$ cat config.mk
export PLATFORM = sky130hd
export DESIGN_NAME = sddw_front_flat
export DESIGN_NICKNAME = d
export VERILOG_FILES = /design/src/rtl/sddw_pkg.sv /design/src/rtl/sddw_if.sv /design/src/rtl/sddw_front.sv /design/src/flat_wrapper.sv
export SDC_FILE = /design/constraint.sdc
export NUM_CORES = 1
export LEC_CHECK = 0
export CAP_MARGIN = 15
export CORE_AREA = 2 2 78 80
export CTS_BUF_LIST = sky130_fd_sc_hd__clkbuf_8
export CTS_CLUSTER_DIAMETER = 30
export DETAILED_ROUTE_END_ITERATION = 10
export DIE_AREA = 0 0 80 82
export DONT_BUFFER_PORTS = 1
export MAX_ROUTING_LAYER = met4
export PLACE_DENSITY = 0.74
export SYNTH_ARGS = -nofsm -noshare
export SYNTH_HDL_FRONTEND = slang
export SYNTH_SLANG_ARGS = --single-unit
$ cat constraint.sdc
create_clock -name clk -period 3.9 [get_ports clk]
set_clock_uncertainty 0.2 [all_clocks]
set_input_delay 0.39 -clock clk [delete_from_list [all_inputs] [get_ports clk]]
set_output_delay 0.39 -clock clk [all_outputs]
set_load 0.005 [all_outputs]
$ cat src/rtl/sddw_pkg.sv
// sddw_pkg: types, constants and helpers for the signed decimal display writer
// no dependencies; used by the interfaces and every rtl module

package sddw_pkg;

	localparam int unsigned VALUE_W     = 32;
	localparam int unsigned NIB_W       = 4;
	localparam int unsigned MAX_DIGITS  = 8;
	localparam int unsigned QUEUE_DEPTH = 2;
	localparam int unsigned QPTR_W      = (QUEUE_DEPTH > 1) ? $clog2(QUEUE_DEPTH) : 1;
	localparam int unsigned QCNT_W      = $clog2(QUEUE_DEPTH + 1);

	// code-b values
	localparam logic [NIB_W-1:0] CODE_BLANK = 4'hF;
	localparam logic [NIB_W-1:0] CODE_MINUS = 4'hA;
	localparam logic [NIB_W-1:0] FIRST_ADDR = 4'h1;
	localparam logic [NIB_W-1:0] COUNT_RESET = 4'd8;

	// reciprocal of ten, exact for every 32-bit magnitude with a shift of 35
	localparam logic [VALUE_W-1:0] RECIP10      = 32'hCCCC_CCCD;
	localparam int unsigned        RECIP10_SHIFT = 35;

	// one queued number, already split into sign and magnitude
	typedef struct packed {
		logic               neg;
		logic [VALUE_W-1:0] mag;
	} queue_entry_t;

	// clamp the digit count register to the usable range
	function automatic logic [NIB_W-1:0] eff_count(input logic [NIB_W-1:0] raw);
		logic [NIB_W-1:0] n;
		n = raw;
		if (n > NIB_W'(MAX_DIGITS))
			n = NIB_W'(MAX_DIGITS);
		if (n == '0)
			n = FIRST_ADDR;
		return n;
	endfunction

endpackage

$ cat src/rtl/sddw_if.sv
// sddw_in_if and sddw_out_if: valid/ready channels of the display writer
// depends on sddw_pkg for field widths

interface sddw_in_if;
	logic                                valid;
	logic                                ready;
	logic signed [sddw_pkg::VALUE_W-1:0] value;

	modport source (output valid, output value, input ready);
	modport sink (input valid, input value, output ready);
endinterface


$ cat src/rtl/sddw_front.sv
// sddw_front: accepts numbers, splits sign and magnitude, holds them in a short queue
// depends on sddw_pkg and sddw_in_if

module sddw_front (
	input  logic                  clk,
	input  logic                  arst_n,
	sddw_in_if.sink               in_ch,
	output logic                  q_valid,
	output sddw_pkg::queue_entry_t q_entry,
	input  logic                  q_pop
);

	sddw_pkg::queue_entry_t              entry_q [sddw_pkg::QUEUE_DEPTH];
	logic [sddw_pkg::QPTR_W-1:0]         wr_ptr_q;
	logic [sddw_pkg::QPTR_W-1:0]         rd_ptr_q;
	logic [sddw_pkg::QCNT_W-1:0]         count_q;
	logic                                push;
	logic                                pop;
	sddw_pkg::queue_entry_t              classified;

	// classify: sign bit and two's complement magnitude
	always_comb begin
		classified.neg = in_ch.value[sddw_pkg::VALUE_W-1];
		classified.mag = classified.neg ? (sddw_pkg::VALUE_W'(0) - in_ch.value) : in_ch.value;
	end

	assign in_ch.ready = (count_q != sddw_pkg::QCNT_W'(sddw_pkg::QUEUE_DEPTH));
	assign push        = in_ch.valid && in_ch.ready;
	assign q_valid     = (count_q != '0);
	assign pop         = q_pop && q_valid;
	assign q_entry     = entry_q[rd_ptr_q];

	// queue storage, payload only
	always_ff @(posedge clk) begin
		if (push)
			entry_q[wr_ptr_q] <= classified;
	end

	// pointer wrap
	function automatic logic [sddw_pkg::QPTR_W-1:0] next_ptr(input logic [sddw_pkg::QPTR_W-1:0] p);
		if (p == sddw_pkg::QPTR_W'(sddw_pkg::QUEUE_DEPTH - 1))
			return '0;
		return p + 1'b1;
	endfunction

	// pointers and fill level
	always_ff @(posedge clk or negedge arst_n) begin
		if (!arst_n) begin
			wr_ptr_q <= '0;
			rd_ptr_q <= '0;
			count_q  <= '0;
		end else begin
			if (push)
				wr_ptr_q <= next_ptr(wr_ptr_q);
			if (pop)
				rd_ptr_q <= next_ptr(rd_ptr_q);
			if (push && !pop)
				count_q <= count_q + 1'b1;
			else if (pop && !push)
				count_q <= count_q - 1'b1;
		end
	end

`ifndef SYNTHESIS
	a_fill_bound: assert property (@(posedge clk) disable iff (!arst_n)
		count_q <= sddw_pkg::QCNT_W'(sddw_pkg::QUEUE_DEPTH))
		else $error("queue fill level beyond depth");
	a_fill_track: assert property (@(posedge clk) disable iff (!arst_n)
		(push && !pop) |=> (count_q == $past(count_q) + 1'b1))
		else $error("queue fill level lost a transfer");
`endif

endmodule

$ cat src/flat_wrapper.sv
// flat-port wrapper written by rule: the top's interface ports become plain ports
module sddw_front_flat 
  (clk, arst_n, q_valid, q_entry, q_pop, in_ch_valid, in_ch_value, in_ch_ready);
  sddw_in_if in_ch_i ();
  input  logic clk;
  input  logic arst_n;
  output logic q_valid;
  output sddw_pkg::queue_entry_t q_entry;
  input  logic q_pop;
  input wire logic [$bits(in_ch_i.valid)-1:0] in_ch_valid;
  input wire logic [$bits(in_ch_i.value)-1:0] in_ch_value;
  output wire logic [$bits(in_ch_i.ready)-1:0] in_ch_ready;
  assign in_ch_i.valid = in_ch_valid;
  assign in_ch_i.value = in_ch_value;
  assign in_ch_ready = in_ch_i.ready;
  sddw_front u_core (.clk(clk), .arst_n(arst_n), .in_ch(in_ch_i), .q_valid(q_valid), .q_entry(q_entry), .q_pop(q_pop));
endmodule
==> results.cfg <==
[clock_tree]
clkLatencyLatePin_ns = 0.33
post_cts_buffers = 0
clock_path_buffers = 2
cts_root_buf = clkbuf_8
cts_tree = yes
clock_sinks = 70
h-tree-depth = 3
clk_pin_slew_worst_paths_ns = 0.07
numCtsBuffers = 9

[layout]
fin_nets = 260
n_fill_cell = 422
post-route-util = 0.631
layout-area-overhead-vs-synth_pct = 9.28
insertedDiodeCount = 0
multiInputGateArea_mm2 = 0.00119
regArea_mm2 = 0.00208
layout-drive-gt1-share = 0.273

[floorplanning]
ios = 71
die_h_um = 82
num_rows = 28
initial_core_util = 0.578
core-area_mm2 = 0.00575
die_w_um = 80
dieArea_mm2 = 0.00656

[pwr]
p_sw_uw = 611
power.density_mw_per_mm2 = 624
seq_power_share = 0.502
leakage_uw = 0.00115
switching_share = 0.270
combPwrFrac = 0.237
ir_worst_vdd_mv = 0.262
power.total_uw = 2260
p_clk_frac = 0.262
internal_power_uw = 1650

[detailed_routing]
dr_total_vias = 1784
drt_iter0_markers = 87
drc = 0
first_pass_iters = 4
ant_nets = 0
vias_per_cell = 5.91
avgRoutedWirePerCell_um = 19.4
routed_wirelength_mm = 5.86

[logic_synthesis]
syn_area_per_cell_um2 = 15.4
syn_nets = 253
synth_edf_count = 66
ys_top_cells_by_area = edfxtp_1 60%, mux2_2 11%, xnor2_1 8.4%
yosysSeqAreaShare = 0.627
synthFlopType = edfxtp_1
yosysWarnings = 0
yosys.area.top_type_share = 0.597
syn_inst = 215
synth.cell_area_mm2 = 0.00332
yosysUniqueCellTypes = 34
ys_async_sr_fraction = 0.0571
synth_top_area_cell = edfxtp_1
ys_ff_latch = 70

[sta]
slew_headroom = 0.363
hold_ws_ns = 0.0542
post-route-min-period_ns = 2.52
final-hold-violation-count = 0
grt_setup_unrepaired = false
slew_violations = 0
fmax_mhz = 396
finalCritPeriodShare = 0.647
setup_viol = 0
setup_tns_ns = 0
worst_slew_pin_slew_ns = 0.953

[setup_path]
crit_fanout = 18
r2r-start = u_core.count_q[0]
cp-startpoint = u_core.rd_ptr_q
cp_cell_sequence = buf_4, mux2_2
cp.arrival_ns = 1.93
slowest_stage = dfrtp_1
cp-end-kind = output pin
rr_worst_depth = 3
setup.worst_path.start_class = register
required_ns = 3.31
max_stage_delay_ns = 0.82
worstSetupPathType = reg2out

[grt]
grt_max_degree = 34
grt_pass1_vias = 1834
grt_pass1_wl_mm = 9.07
overflow = 0
antenna_found_initial = 0
track_usage = 0.195

[hold_path]
worstHoldPathType = in2reg
worstHoldPathCells = 2
worstHoldStart = q_pop

[placement]
hpwl_mm = 3.88
place_congestion = 0.732
io_buffers = 0

[run]
drv_cap = 0

[outcome]
status = finished, final reports clean
[per-layer routing]
metal / wire (µm) / global-route usage / up-vias
met2: 3120 / 0.337 / 48
met3: 377 / 0.0593 / 5
met4: 59 / 0.0780 / 0
met5: 0 / - / -
li1: - / - / 844
met1: 2310 / 0.213 / 887
[cell type report]
type / instances / share of cell area
clock buffer: 9 / 0.0342
clock inverter: 7 / 0.0221
inverter: 4 / 0.00414
multi-input combinational: 132 / 0.327
sequential: 70 / 0.574
tap: 75 / 0.0259
timing repair buffer: 5 / 0.0124
[what timing repair did]
action / 4_1_cts / 5_1_grt
hold endpoints to repair: 8 / 0
gates resized for setup: 0 / 0
hold buffers: 3 / 0
[registers in the layout (all words and copies together), names as in the netlist]
signal / count
u_core.count_q: 2
u_core.entry_q: 66
u_core.rd_ptr_q: 1
u_core.wr_ptr_q: 1
[power groups by stage]
stage	combinational, µW	clock (µW)	sequential, µW
floorplan	465	0	1100
global placement	526	0	1140
detailed placement	542	0	1150
CTS	549	606	1140
global route	586	646	1150
finish	536	592	1140
[per-stage QoR]
step,cell area (µm²),worst slack [ns],instances
3_3_place_gp,3390,1.56,283
4_1_cts,3630,1.31,302
3_5_place_dp,3390,1.48,283
2_1_floorplan,3320,1.23,215
5_1_grt,3630,1.25,302
6_report,3630,1.38,302
[cells by family after synthesis]
| family | share of synthesized area |
|---|---|
| flip-flops | 0.627 |
| AND/OR/NAND/NOR | 0.0720 |
| XOR/XNOR | 0.0897 |
| multiplexers | 0.112 |
| AO/OA/AOI/OAI | 0.0739 |
| buffers and inverters | 0.0173 |
| adder cells (fa/ha/maj) | 0.00754 |
[final timing paths]
path                                              to  slack [ns]
worst max-delay path                     q_entry[19]        1.38
worst min-delay path                 u_core.rd_ptr_q        0.05
worst max register to register  u_core.entry_q[0][4]        1.81
worst min register to register     u_core.count_q[1]        0.31
max in group asynchronous          u_core.count_q[1]        3.19
min in group asynchronous            u_core.wr_ptr_q        0.14
[worst max-delay path, delay by kind of cell (launching register included)]
kind / cells / cell delay (ns)
buffers and inverters: 1 / 0.39
muxes: 1 / 0.39
DFF: 1 / 0.82
[cells in the final DEF (no fill, tap or decap), types with 2 or more instances in the layout]
master / n
buf_4: 2
bufinv_16: 2
clkbuf_8: 9
clkinv_1: 3
dfrtp_1: 4
dlygate4sd3_1: 3
edfxtp_1: 66
ha_1: 2
inv_1: 5
mux2_2: 33
nand2_1: 7
nand2b_1: 3
nand3_1: 4
nor2_1: 3
nor3_1: 3
nor4_1: 3
o21ai_0: 7
o31ai_1: 11
o41ai_1: 2
o41ai_2: 6
or3_1: 2
xnor2_1: 32
xor2_1: 2
[synth_stat cells (2+ instances only)]
cell,number
edfxtp_1,66
mux2_2,33
xnor2_1,32
o31ai_1,11
nand2_1,7
o21ai_0,7
o41ai_2,6
clkbuf_1,5
dfrtp_1,4
inv_1,4
nand3_1,4
nor2_1,4
nand2b_1,3
nor3_1,3
nor4_1,3
ha_1,2
o41ai_1,2
or3_1,2
xor2_1,2
(Power assumes the default switching activity.)
